### src/sv/pse_pkg.sv
// shared types, codes and constants of the postfix stack evaluator
package pse_pkg;

   localparam int STACK_DEPTH_DEFAULT = 64;
   localparam int FRAC_BITS = 16;
   localparam int OPERAND_W = 32;
   localparam int VAL_W = OPERAND_W + FRAC_BITS;
   localparam int CMD_W = 3;
   localparam int STATUS_W = 3;
   localparam int MUL_STEPS = VAL_W;
   localparam int DIV_STEPS = VAL_W + FRAC_BITS;
   localparam int STEP_CNT_W = $clog2(DIV_STEPS + 1);

   localparam logic signed [VAL_W-1:0] VAL_MAX = {1'b0, {(VAL_W-1){1'b1}}};
   localparam logic signed [VAL_W-1:0] VAL_MIN = {1'b1, {(VAL_W-1){1'b0}}};

   typedef enum logic [CMD_W-1:0] {
      CMD_PUSH  = 3'd0,
      CMD_ADD   = 3'd1,
      CMD_SUB   = 3'd2,
      CMD_MUL   = 3'd3,
      CMD_DIV   = 3'd4,
      CMD_CLEAR = 3'd5
   } cmd_type;

   typedef enum logic [STATUS_W-1:0] {
      STAT_OK        = 3'd0,
      STAT_DIV_ZERO  = 3'd1,
      STAT_UNDERFLOW = 3'd2,
      STAT_FULL      = 3'd3,
      STAT_SATURATED = 3'd4
   } status_type;

   typedef struct packed {
      logic                    start;
      cmd_type                 op;
      logic signed [VAL_W-1:0] lhs;
      logic signed [VAL_W-1:0] rhs;
   } arith_req_type;

   typedef struct packed {
      logic                    done;
      logic signed [VAL_W-1:0] result;
      logic                    sat;
   } arith_rsp_type;

endpackage

### src/sv/pse_stack_ram.sv
// stack storage: one write port, one registered read port
module pse_stack_ram #(
   parameter int DEPTH  = pse_pkg::STACK_DEPTH_DEFAULT,
   parameter int ADDR_W = $clog2(DEPTH)
) (
   input  logic                           clock,
   input  logic                           wr_en,
   input  logic [ADDR_W-1:0]              wr_addr,
   input  logic signed [pse_pkg::VAL_W-1:0] wr_data,
   input  logic [ADDR_W-1:0]              rd_addr,
   output logic signed [pse_pkg::VAL_W-1:0] rd_data
);
   import pse_pkg::*;

   logic signed [VAL_W-1:0] mem [DEPTH];
   logic signed [VAL_W-1:0] rd_data_ff;

   always_ff @(posedge clock) begin
      if (wr_en) begin
         mem[wr_addr] <= wr_data;
      end
      rd_data_ff <= mem[rd_addr];
   end

   assign rd_data = rd_data_ff;

endmodule

### src/sv/pse_arith.sv
// iterative fixed-point arithmetic unit around one shared adder
module pse_arith (
   input  logic                   clock,
   input  logic                   reset,
   input  pse_pkg::arith_req_type req,
   output pse_pkg::arith_rsp_type rsp
);
   import pse_pkg::*;

   localparam int ADD_W = VAL_W + 2;
   localparam int MAG_W = VAL_W + VAL_W - FRAC_BITS;

   typedef enum logic [1:0] {
      A_IDLE,
      A_SETUP,
      A_ITER,
      A_FINISH
   } arith_state_type;

   arith_state_type         state_ff;
   cmd_type                 op_ff;
   logic signed [VAL_W-1:0] lhs_ff;
   logic signed [VAL_W-1:0] rhs_ff;
   logic                    neg_ff;
   logic [VAL_W-1:0]        ma_ff;
   logic [VAL_W-1:0]        hi_ff;
   logic [DIV_STEPS-1:0]    lo_ff;
   logic [STEP_CNT_W-1:0]   count_ff;
   logic                    done_ff;
   logic signed [VAL_W-1:0] result_ff;
   logic                    sat_ff;

   logic [ADD_W-1:0]        add_a;
   logic [ADD_W-1:0]        add_b;
   logic                    add_cin;
   logic [ADD_W-1:0]        add_sum;
   logic [VAL_W:0]          shifted;
   logic                    ge;
   logic [VAL_W-1:0]        mag_l;
   logic [VAL_W-1:0]        mag_r;
   logic [MAG_W-1:0]        mag;
   logic                    mag_ge_lim;
   logic                    mag_eq_lim;
   logic [STEP_CNT_W-1:0]   last_step;
   logic signed [VAL_W-1:0] clamp_val;
   logic                    clamp_sat;
   logic signed [VAL_W-1:0] fin_val;
   logic                    fin_sat;

   assign mag_l = lhs_ff[VAL_W-1] ? VAL_W'(~lhs_ff + 1'b1) : VAL_W'(lhs_ff);
   assign mag_r = rhs_ff[VAL_W-1] ? VAL_W'(~rhs_ff + 1'b1) : VAL_W'(rhs_ff);

   // divider trial: partial remainder shifted left by one quotient bit
   assign shifted = {hi_ff, lo_ff[DIV_STEPS-1]};

   // shared adder
   always_comb begin
      add_a   = '0;
      add_b   = '0;
      add_cin = 1'b0;
      unique case (state_ff)
         A_SETUP: begin
            add_a = {{2{lhs_ff[VAL_W-1]}}, lhs_ff};
            if (op_ff == CMD_SUB) begin
               add_b   = ~{{2{rhs_ff[VAL_W-1]}}, rhs_ff};
               add_cin = 1'b1;
            end else begin
               add_b = {{2{rhs_ff[VAL_W-1]}}, rhs_ff};
            end
         end
         A_ITER: begin
            if (op_ff == CMD_MUL) begin
               add_a = {2'b00, hi_ff};
               add_b = lo_ff[0] ? {2'b00, ma_ff} : '0;
            end else begin
               add_a   = {1'b0, shifted};
               add_b   = ~{2'b00, ma_ff};
               add_cin = 1'b1;
            end
         end
         default: begin
         end
      endcase
      add_sum = add_a + add_b + ADD_W'(add_cin);
   end

   assign ge = ~add_sum[ADD_W-1];

   // add and subtract overflow shows as disagreement of the top two bits
   always_comb begin
      clamp_sat = add_sum[VAL_W] != add_sum[VAL_W-1];
      if (clamp_sat) begin
         clamp_val = add_sum[VAL_W] ? VAL_MIN : VAL_MAX;
      end else begin
         clamp_val = add_sum[VAL_W-1:0];
      end
   end

   // apply sign to the magnitude and saturate
   always_comb begin
      if (op_ff == CMD_MUL) begin
         mag = {hi_ff, lo_ff[VAL_W-1:FRAC_BITS]};
      end else begin
         mag = MAG_W'(lo_ff);
      end
      mag_ge_lim = |mag[MAG_W-1:VAL_W-1];
      mag_eq_lim = mag[VAL_W-1] && !(|mag[MAG_W-1:VAL_W]) && !(|mag[VAL_W-2:0]);
      if (neg_ff) begin
         if (mag_ge_lim) begin
            fin_val = VAL_MIN;
            fin_sat = !mag_eq_lim;
         end else begin
            fin_val = VAL_W'(~mag[VAL_W-1:0] + 1'b1);
            fin_sat = 1'b0;
         end
      end else begin
         fin_sat = mag_ge_lim;
         fin_val = mag_ge_lim ? VAL_MAX : mag[VAL_W-1:0];
      end
   end

   assign last_step = (op_ff == CMD_MUL) ? STEP_CNT_W'(MUL_STEPS - 1)
                                         : STEP_CNT_W'(DIV_STEPS - 1);

   always_ff @(posedge clock) begin
      if (reset) begin
         state_ff <= A_IDLE;
         done_ff  <= 1'b0;
      end else begin
         done_ff <= 1'b0;
         unique case (state_ff)
            A_IDLE: begin
               if (req.start) begin
                  op_ff    <= req.op;
                  lhs_ff   <= req.lhs;
                  rhs_ff   <= req.rhs;
                  state_ff <= A_SETUP;
               end
            end
            A_SETUP: begin
               neg_ff   <= lhs_ff[VAL_W-1] ^ rhs_ff[VAL_W-1];
               count_ff <= '0;
               hi_ff    <= '0;
               unique case (op_ff)
                  CMD_ADD, CMD_SUB: begin
                     result_ff <= clamp_val;
                     sat_ff    <= clamp_sat;
                     done_ff   <= 1'b1;
                     state_ff  <= A_IDLE;
                  end
                  CMD_MUL: begin
                     ma_ff    <= mag_l;
                     lo_ff    <= DIV_STEPS'(mag_r);
                     state_ff <= A_ITER;
                  end
                  CMD_DIV: begin
                     ma_ff    <= mag_r;
                     lo_ff    <= {mag_l, {FRAC_BITS{1'b0}}};
                     state_ff <= A_ITER;
                  end
                  default: begin
                     result_ff <= '0;
                     sat_ff    <= 1'b0;
                     done_ff   <= 1'b1;
                     state_ff  <= A_IDLE;
                  end
               endcase
            end
            A_ITER: begin
               if (op_ff == CMD_MUL) begin
                  // shift-add: one multiplier bit per cycle
                  hi_ff <= add_sum[VAL_W:1];
                  lo_ff <= DIV_STEPS'({add_sum[0], lo_ff[VAL_W-1:1]});
               end else begin
                  // restoring divide: one quotient bit per cycle
                  hi_ff <= ge ? add_sum[VAL_W-1:0] : shifted[VAL_W-1:0];
                  lo_ff <= {lo_ff[DIV_STEPS-2:0], ge};
               end
               count_ff <= count_ff + 1'b1;
               if (count_ff == last_step) begin
                  state_ff <= A_FINISH;
               end
            end
            A_FINISH: begin
               result_ff <= fin_val;
               sat_ff    <= fin_sat;
               done_ff   <= 1'b1;
               state_ff  <= A_IDLE;
            end
            default: begin
               state_ff <= A_IDLE;
            end
         endcase
      end
   end

   assign rsp.done   = done_ff;
   assign rsp.result = result_ff;
   assign rsp.sat    = sat_ff;

endmodule

### src/sv/postfix_stack_evaluator.sv
// postfix stack evaluator: one token at a time on a bounded Q32.16 stack
// push, clear and error tokens are answered from the decode state; add, subtract,
// multiply and divide go on through the fetch and calc states to the arithmetic unit
// one token at a time; busy stays high until the result strobe, the shared
// adder in the arithmetic unit takes one multiplier or quotient bit per cycle
// the result is shown for exactly one cycle; the receiver cannot stall
// synchronous reset empties the stack; stack storage is not cleared
module postfix_stack_evaluator #(
   parameter int STACK_DEPTH = pse_pkg::STACK_DEPTH_DEFAULT,
   parameter int DEPTH_W     = $clog2(STACK_DEPTH + 1)
) (
   input  logic                              clock,
   input  logic                              reset,
   input  logic                              start,
   output logic                              busy,
   input  logic [pse_pkg::CMD_W-1:0]         req_command,
   input  logic signed [pse_pkg::OPERAND_W-1:0] req_operand_value,
   output logic                              rsp_valid,
   output logic signed [pse_pkg::VAL_W-1:0]  rsp_top_value,
   output logic [DEPTH_W-1:0]                rsp_stack_depth,
   output logic [pse_pkg::STATUS_W-1:0]      rsp_status
);
   import pse_pkg::*;

   localparam int ADDR_W = $clog2(STACK_DEPTH);

   typedef enum logic [1:0] {
      S_IDLE,
      S_DECODE,
      S_FETCH,
      S_CALC
   } state_type;

   state_type                 state_ff, state_in;
   logic [DEPTH_W-1:0]        sp_ff, sp_in;
   logic signed [VAL_W-1:0]   top_ff, top_in;
   cmd_type                   cmd_ff;
   logic signed [OPERAND_W-1:0] operand_ff;
   logic                      rsp_valid_ff;
   logic signed [VAL_W-1:0]   rsp_top_ff;
   logic [DEPTH_W-1:0]        rsp_depth_ff;
   status_type                rsp_status_ff;
   status_type                status_in;
   logic                      finish;

   logic [DEPTH_W-1:0]        sp_m2;
   logic signed [VAL_W-1:0]   push_value;
   logic                      wr_en;
   logic [ADDR_W-1:0]         wr_addr;
   logic signed [VAL_W-1:0]   wr_data;
   logic signed [VAL_W-1:0]   rd_data;
   arith_req_type             arith_req;
   arith_rsp_type             arith_rsp;

   assign sp_m2      = sp_ff - DEPTH_W'(2);
   assign push_value = {operand_ff, {FRAC_BITS{1'b0}}};

   pse_stack_ram #(
      .DEPTH  (STACK_DEPTH),
      .ADDR_W (ADDR_W)
   ) u_ram (
      .clock   (clock),
      .wr_en   (wr_en),
      .wr_addr (wr_addr),
      .wr_data (wr_data),
      .rd_addr (sp_m2[ADDR_W-1:0]),
      .rd_data (rd_data)
   );

   pse_arith u_arith (
      .clock (clock),
      .reset (reset),
      .req   (arith_req),
      .rsp   (arith_rsp)
   );

   // top_ff mirrors the entry below sp_ff, so only the left operand is read
   always_comb begin
      state_in        = state_ff;
      sp_in           = sp_ff;
      top_in          = top_ff;
      status_in       = STAT_OK;
      finish          = 1'b0;
      wr_en           = 1'b0;
      wr_addr         = sp_ff[ADDR_W-1:0];
      wr_data         = push_value;
      arith_req.start = 1'b0;
      arith_req.op    = cmd_ff;
      arith_req.lhs   = rd_data;
      arith_req.rhs   = top_ff;
      unique case (state_ff)
         S_IDLE: begin
            if (start) begin
               state_in = S_DECODE;
            end
         end
         S_DECODE: begin
            finish   = 1'b1;
            state_in = S_IDLE;
            unique case (cmd_ff)
               CMD_PUSH: begin
                  if (sp_ff == DEPTH_W'(STACK_DEPTH)) begin
                     status_in = STAT_FULL;
                  end else begin
                     wr_en  = 1'b1;
                     sp_in  = sp_ff + 1'b1;
                     top_in = push_value;
                  end
               end
               CMD_ADD, CMD_SUB, CMD_MUL, CMD_DIV: begin
                  if (sp_ff < DEPTH_W'(2)) begin
                     status_in = STAT_UNDERFLOW;
                  end else if (cmd_ff == CMD_DIV && top_ff == '0) begin
                     status_in = STAT_DIV_ZERO;
                  end else begin
                     finish   = 1'b0;
                     state_in = S_FETCH;
                  end
               end
               CMD_CLEAR: begin
                  sp_in  = '0;
                  top_in = '0;
               end
               default: begin
               end
            endcase
         end
         S_FETCH: begin
            arith_req.start = 1'b1;
            state_in        = S_CALC;
         end
         S_CALC: begin
            if (arith_rsp.done) begin
               wr_en     = 1'b1;
               wr_addr   = sp_m2[ADDR_W-1:0];
               wr_data   = arith_rsp.result;
               sp_in     = sp_ff - 1'b1;
               top_in    = arith_rsp.result;
               status_in = arith_rsp.sat ? STAT_SATURATED : STAT_OK;
               finish    = 1'b1;
               state_in  = S_IDLE;
            end
         end
         default: begin
            state_in = S_IDLE;
         end
      endcase
   end

   always_ff @(posedge clock) begin
      if (reset) begin
         state_ff     <= S_IDLE;
         sp_ff        <= '0;
         top_ff       <= '0;
         rsp_valid_ff <= 1'b0;
      end else begin
         state_ff     <= state_in;
         sp_ff        <= sp_in;
         top_ff       <= top_in;
         rsp_valid_ff <= finish;
         if (state_ff == S_IDLE && start) begin
            cmd_ff     <= cmd_type'(req_command);
            operand_ff <= req_operand_value;
         end
         if (finish) begin
            rsp_top_ff    <= top_in;
            rsp_depth_ff  <= sp_in;
            rsp_status_ff <= status_in;
         end
      end
   end

   assign busy            = state_ff != S_IDLE;
   assign rsp_valid       = rsp_valid_ff;
   assign rsp_top_value   = rsp_top_ff;
   assign rsp_stack_depth = rsp_depth_ff;
   assign rsp_status      = rsp_status_ff;

endmodule

### config.mk
export PLATFORM = sky130hd
export DESIGN_NAME = postfix_stack_evaluator
export DESIGN_NICKNAME = d
export VERILOG_FILES = /design/src/sv/pse_pkg.sv /design/src/sv/pse_stack_ram.sv /design/src/sv/pse_arith.sv /design/src/sv/postfix_stack_evaluator.sv
export SDC_FILE = /design/constraint.sdc
export NUM_CORES = 2
export LEC_CHECK = 0
export BUFFER_PORTS_ARGS = -buffer_cell sky130_fd_sc_hd__buf_2
export CAP_MARGIN = 30
export CORE_MARGIN = 2
export CORE_UTILIZATION = 35
export DETAILED_ROUTE_END_ITERATION = 16
export PLACE_DENSITY_LB_ADDON = 0.1
export SLEW_MARGIN = 20
export SYNTH_ARGS = -nofsm -noshare
export SYNTH_HDL_FRONTEND = slang
export SYNTH_SLANG_ARGS = --single-unit
### constraint.sdc
create_clock -name clock -period 9.35 [get_ports clock]
set_clock_uncertainty 0.15 [all_clocks]
set_input_delay 0.935 -clock clock [delete_from_list [all_inputs] [get_ports clock]]
set_output_delay 0.935 -clock clock [all_outputs]
set_load 0.03 [all_outputs]
## After elaboration in Yosys (flattened, before gate mapping)

Memories as Yosys holds them, arrays and structs flattened. A register that Yosys moved wholly into a read port is not among the register bits.
Index checks and enable logic that the tools add are counted.

| word-level totals | value |
|---|---|
| RAM bits | 3072 |
| bits in registers | 470 |
| memories kept | 1 |
| output and inout port bits | 60 |
| input port bits | 38 |
| logic and storage cells | 169 |

Memories:

| name | words | bits a word | read ports | clocked after Yosys merged registers in | write ports | RTL line | source |
|---|---|---|---|---|---|---|---|
| u_ram.mem | 64 | 48 | 1 | 1 | 1 | pse_stack_ram.sv:15 | `logic signed [VAL_W-1:0] mem [DEPTH];` |

| cells by class | value |
|---|---|
| equality and inequality tests | 24 |
| add/subtract/negate cells | 9 |
| $lt $le $gt $ge | 1 |
| multiplexer cells | 74 |
| reduce and logical (&&, ||, !) cells | 31 |
| bitwise gates (word level) | 8 |

Operator list:

| operator | count |
|---|---|
| $mux W48 | 14 |
| $pmux W48 S2 | 6 |
| $pmux W64 S2 | 2 |
| $pmux W50 S2 | 2 |
| $add A48 B1 Y48 const B | 3 |
| $not A48 Y48 | 3 |
| $mux W50 | 2 |
| $mux W80 | 1 |
| $mux W64 | 1 |
| $add A50 B1 Y50 | 1 |
| $add A50 B50 Y50 | 1 |
| $not A48 Y50 | 1 |
| $not A50 Y50 | 1 |
| $mux W49 | 1 |
| $logic_not A48 Y1 | 1 |
| $reduce_or A47 Y1 | 1 |
| $pmux W7 S2 | 3 |
| $reduce_or A33 Y1 | 1 |
| $reduce_or A32 Y1 | 1 |
| $mux W2 | 10 |
| $pmux W2 S4 | 2 |
| $mux W1 | 15 |
| $add A7 B1 Y7 const B | 2 |
| $mux W7 | 2 |
| 31 further kinds | 70 |

## Logic depth before layout (Yosys ltp)

| logic depth | value |
|---|---|
| word-level depth | 10 |
| depth in mapped cells | 27 |
| mapped depth without buffers | 17 |

## Modules after synthesis

From an unflattened synthesis, not the netlist that was laid out.

| unflattened totals | value |
|---|---|
| cell total of the unflattened synthesis | 8263 |
| area total of the unflattened synthesis | 147438.9 sq um |

By module, submodules not included:

| module | instances | sequential area each (sq um) | cells an instance | area an instance (sq um) |
|---|---|---|---|---|
| pse_stack_ram | 1 | 93209.4 | 4969 | 117116.1 |
| pse_arith | 1 | 9549.2 | 2693 | 23794.1 |
| postfix_stack_evaluator | 1 | 3953.8 | 601 | 6528.8 |

## Worst setup path after synthesis

Ideal clock, no wire load.

| timing path | value |
|---|---|
| kind | reg-to-reg |
| from | register u_arith.state_ff[0] |
| to | register u_arith.lo_ff[0] (enable) |
| required time | 8.616 ns |
| setup time | 0.584 ns |
| cell stages (with the launch flop) | 6 |
| arrival | 8.324 ns |
| period minus slack after synthesis | 9.058 ns |
| path buffers | 1 |
| path slack | 0.292 ns |
| path through | dfxtp_1 > inv_1 > ha_1 > clkbuf_1 > nor2b_1 > a21boi_0 |

| between the ends | value |
|---|---|
| cells in the longest elaborated chain, start to end | 3 |
| elaborated cells on any way between the ends | 5 |
| those cells by class | 3 x eq/ne; 2 x reduce/logical |

RTL lines:

| what | RTL line | source |
|---|---|---|
| start: declaration | pse_arith.sv:20 | `arith_state_type state_ff;` |
| start signal: assignment | pse_arith.sv:127 | `state_ff <= A_IDLE;` |
| start signal: assignment | pse_arith.sv:137 | `state_ff <= A_SETUP;` |
| start signal: assignment | pse_arith.sv:149 | `state_ff <= A_IDLE;` |
| $eq A2 B1 Y1 / $eq A2 B2 Y1 (equally long branches) | pse_arith.sv:131 | `unique case (state_ff)` |
| $ne A3 B1 Y1 (no source line) / $reduce_bool A2 Y1 (equally long branches) | n/a |  |
| $reduce_and A3 Y1 (no source line) * | n/a |  |
| end signal: assignment | pse_arith.sv:153 | `lo_ff <= DIV_STEPS'(mag_r);` |
| end signal: assignment | pse_arith.sv:158 | `lo_ff <= {mag_l, {FRAC_BITS{1'b0}}};` |
| end signal: assignment | pse_arith.sv:173 | `lo_ff <= DIV_STEPS'({add_sum[0], lo_ff[VAL_W-1:1]});` |
| end: declaration | pse_arith.sv:27 | `logic [DIV_STEPS-1:0] lo_ff;` |

Mark *: on every way between the ends. The rest lies on a longest branch, timed or not.
A chain may end at the register's enable or synchronous reset.

## Worst setup path in the final report

| timing path | value |
|---|---|
| from | register u_arith.state_ff[0] |
| to | register u_arith.hi_ff[17] (data pin) |

| between the ends | value |
|---|---|
| cells in the longest elaborated chain, start to end | 7 |
| elaborated cells on any way between the ends | 10 |
| those cells by class | 2 x add/sub; 2 x eq/ne; 6 x mux |

RTL lines:

| what | RTL line | source |
|---|---|---|
| $eq A2 B2 Y1 / $eq A2 B1 Y1 (equally long branches) | pse_arith.sv:61, pse_arith.sv:131 |  |
| $pmux W50 S2 | pse_arith.sv:61 | `unique case (state_ff)` |
| $add A50 B50 Y50 | pse_arith.sv:84 | `add_sum = add_a + add_b + ADD_W'(add_cin);` |
| $add A50 B1 Y50 | pse_arith.sv:84 |  |
| $mux W48 | pse_arith.sv:176 | `hi_ff <= ge ? add_sum[VAL_W-1:0] : shifted[VAL_W-1:0];` |
| $mux W48 | pse_arith.sv:170 | `if (op_ff == CMD_MUL) begin` |
| $pmux W48 S2 * | pse_arith.sv:131 |  |
| end signal: assignment | pse_arith.sv:172 | `hi_ff <= add_sum[VAL_W:1];` |
| end signal: assignment | pse_arith.sv:176 |  |
| end: declaration | pse_arith.sv:26 | `logic [VAL_W-1:0] hi_ff;` |

Marked as above.

==> PnR_summary.wiki <==
{| class="wikitable"
! Metric !! Value
|-
| Clock Pin Slew Worst Setup and Hold Paths || roughly 80 ps
|-
| Arrival time at the worst endpoint || 8240 ps
|-
| Synth warn || 0
|-
| Minimum clock period || ~7600 ps
|-
| Synth Instances || 7742
|-
| TritonCTS Buffers || ~400
|-
| Post-layout utilization of the core || between 40% and 50%
|-
| Via count of the first global-routing pass || about 80000
|-
| Critical path's largest stage delay || approximately 780 ps
|-
| Final non-filler cell total || about 14000
|-
| Via count of the routed design || around 80000
|-
| Fmax achieved || roughly 130 MHz
|-
| Number of failing setup endpoints in the final timing report || 0
|-
| Post-CTS Setup Inserts || 0
|-
| Unrepaired setup endpoints after global routing || no
|-
| Pre-CTS setup slack || between 1500 and 2000 ps
|-
| Most common library cell in the layout ignoring fill and taps || edfxtp_1
|-
| Crit end category || flip-flop
|-
| Main synth FF type || edfxtp_1
|-
| Mean area per synthesized cell || 19.0 um^2
|-
| Proportion of layout cells with a drive suffix above 1 || between 20% and 30%
|-
| Sequential fraction of design power || around 52%
|-
| Final HPWL DP || 313 mm
|-
| FF+latch count, synth || 3590
|-
| Worst hold path type || input port to flip-flop
|-
| Die extent in x || 652 um
|-
| Initial antenna violation count || 33
|-
| CTS tree || yes
|-
| Initial standard-cell utilization of the core || a little over a third
|-
| Smallest setup slack after layout || around 1700 ps
|-
| Peak ir drop on the vdd network || approximately 0.15 mV
|-
| Clock group share of total power || approximately 45%
|-
| Nets in the synthesized netlist || just under 8000
|-
| Switching Fraction || between 20% and 30%
|-
| Final weighted congestion of routability-driven global placement || between 0.9 and 1
|-
| Ratio of total power to cell area || around 200 mW/mm^2
|-
| Total routing resource utilization after global routing || between 20% and 30%
|-
| Maximum buffer depth of the clock tree || 4
|-
| Number of distinct library cell variants in the gate-level netlist after synthesis || 84
|-
| Ratio of routed vias to standard cells || 5.72
|-
| Share of the clock period used by the worst path after layout || approximately four fifths
|-
| Int Power || about 27 mW
|-
| Worst-Skew Late Latency || about 990 ps
|-
| Placeable core area || approximately 0.42 mm^2
|-
| Depth of the CTS H-tree || 5
|-
| Cell Rows || approximately 240
|-
| Run status || finished clean
|-
| Leakage power total || about 53 nW
|-
| Drt total wl || 516 mm
|-
| Cells after DPL || 13200
|-
| Count of pins over their slew limit || 0
|-
| CP Class || flip-flop to flip-flop
|-
| Most frequent cell on the critical path || buf_4
|-
| DRT Pass-1 Iters || 6
|-
| DIE AREA || around 0.43 mm^2
|-
| Required time of the worst setup path || approximately 10000 ps
|-
| Max-slew headroom || slightly above 30%
|-
| Most frequent cells in the layout || 3481 x edfxtp_1, 1000 x mux4_2, 497 x nand2_1
|-
| Power dissipated by switching net loads || 7.56 mW
|-
| Wire length of the first global-routing pass || approximately 700 mm
|-
| Number of DRC markers after the initial detailed-route iteration || 9968
|-
| DRC || 0
|-
| Final Hold Fails || 0
|-
| Clock sink count || 3590
|-
| Number of flops mapped to enable cells by yosys || approximately 3500
|-
| Slew at the pin closest to its max-slew limit || 1040 ps
|-
| Slowest-stage cell, CP || o31ai_1
|-
| Die height || 652 um
|-
| Detailed-route wire length per cell || 36.9 um
|-
| Share of power burned in combinational logic || 3.2%
|-
| Async S/R FF share, synth || 0%
|-
| # IOs || just under 100
|-
| Layout area overhead || 15.5%
|-
| Worst-path fanout max || 64
|-
| Part of the Yosys area used for sequential elements || between 70% and 80%
|-
| Maximum number of pins on one net before global-route repair || roughly 120
|-
| CP cell instances || inv_1 -> ha_4 -> buf_4 -> buf_4 -> a22oi_1 -> nor2b_1 -> ha_1 -> o21ai_0 -> o21bai_1 -> o2111ai_1 -> o31ai_1 -> a211oi_1 -> o31ai_1 -> clkbuf_2 -> xnor2_4 -> buf_4 -> nand2_1 -> a311oi_1
|-
| Total gr overflow || 0
|-
| Post-DRT Antenna Nets || 0
|-
| Crit path launch type || flip-flop
|-
| Root Driver || clkbuf_16
|-
| Total of buffers placed on input and output ports || 97
|-
| TNS Setup || 0 ps
|-
| Max-cap check violation count || 0
|-
| Count of nets after finishing || 8212
|-
| Mapped Area || 0.147 mm^2
|}
-- Yosys cell counts (36+ instances only) --
library cell,instances,share of area (%)
edfxtp_1,3481,71
mux4_2,1000,15
nand2_1,530,1.4
clkbuf_1,354,0.90
o21ai_0,252,0.86
nor2_1,232,0.59
a21oi_1,210,0.71
xor2_1,155,0.92
dfxtp_1,109,1.5
nand3_1,107,0.36
mux2i_1,98,0.67
nor2b_1,97,0.41
and2_1,94,0.40
buf_1,87,0.22
a31oi_1,73,0.31
inv_1,71,0.18
xnor2_1,67,0.40
ha_1,62,0.53
a22oi_1,57,0.29
nor4_1,57,0.24
nor3_1,50,0.17
o31ai_1,45,0.23
o22ai_1,36,0.15
-- through the flow --
stage | hold slack [ps] | total power, mW | instance area, um^2
2_1_floorplan | 236 | 18.7 | 147000
3_3_place_gp | 237 | 19.2 | 156000
4_1_cts | 139 | 34.7 | 170000
3_5_place_dp | 239 | 19.2 | 157000
5_1_grt | 195 | 35.4 | 170000
6_report | 208 | 34.4 | 170000
-- sequential cells by signal, summed over array words and instances, names as in the netlist, 3 cells and up, named ones only --
name	count
u_arith.rhs_ff	48
u_arith.op_ff	3
rsp_top_value	48
top_ff	48
rsp_status	3
u_arith.count_ff	7
u_arith.lo_ff	64
rsp_stack_depth	7
sp_ff	7
u_ram.mem	3072
u_arith.lhs_ff	48
u_arith.hi_ff	48
cmd_ff	3
operand_ff	32
u_ram.rd_data	48
u_arith.ma_ff	48
u_arith.result_ff	48
-- power groups by stage --
stage | clock, mW | sequential (mW) | combinational [mW]
finish | 15.5 | 17.8 | 1.10
global route | 16.4 | 17.8 | 1.18
CTS | 15.8 | 17.8 | 1.10
detailed placement | 0 | 18.1 | 1.09
global placement | 0 | 18.1 | 1.07
floorplan | 0 | 18.1 | 0.633
-- critical path: cells and delay by family, from the launching register on --
kind | cells | cell delay [ps]
xor+xnor | 1 | 220
fa+ha+maj | 2 | 1010
flops | 1 | 360
compound gates | 8 | 2870
simple gates | 2 | 270
buf+inv | 5 | 2400
-- what timing repair did --
action,in CTS,in global routing
endpoints found under the hold margin,35,0
gates resized for setup,0,0
hold buffers,35,0
-- kinds of logic (layout without fill, tap and decap cells) --
logic type | count (synthesis) | after routing | synth area share [%]
compound gates | 906 | 906 | 3.90
xor+xnor | 222 | 222 | 1.32
other cells | 0 | 6 | 0
simple gates | 1311 | 1311 | 4.23
flops | 3590 | 3590 | 72.5
mux | 1103 | 1103 | 16.0
fa+ha+maj | 64 | 64 | 0.555
buf+inv | 546 | 1256 | 1.43
-- routing by layer --
| layer | track usage [%] | vias to the layer above | wire (um) | part of all wire, % |
|---|---|---|---|---|
| met5 | 0 | - | 13 | 0.0025 |
| met3 | 3.04 | 595 | 29400 | 5.7 |
| met1 | 33.5 | 43900 | 222000 | 43 |
| li1 | - | 32600 | - | - |
| met2 | 39.5 | 2889 | 250000 | 49 |
| met4 | 6.16 | 2 | 14200 | 2.8 |
-- path summary, 6_finish.rpt --
path | from | endpoint | slack [ps] | cells after the start
min | start | state_ff[0] | 210 | 3
max reg2reg | u_arith.state_ff[0] | u_arith.hi_ff[17] | 1730 | 18
min reg2reg | u_ram.rd_data[29] | u_arith.lhs_ff[29] | 250 | 0
max | u_arith.state_ff[0] | u_arith.hi_ff[17] | 1730 | 18
-- layout make-up --
| cell class | count | area (um^2) |
|---|---|---|
| tap | 5520 | 6910 |
| timing repair buffer | 435 | 4040 |
| multi-input combinational | 3606 | 39100 |
| inverter | 73 | 274 |
| antenna | 6 | 15.0 |
| clock inverter | 235 | 2120 |
| fill | 37400 | 249000 |
| clock buffer | 513 | 10700 |
| sequential | 3590 | 107000 |
Note: power is estimated with default switching activity, not from simulation.
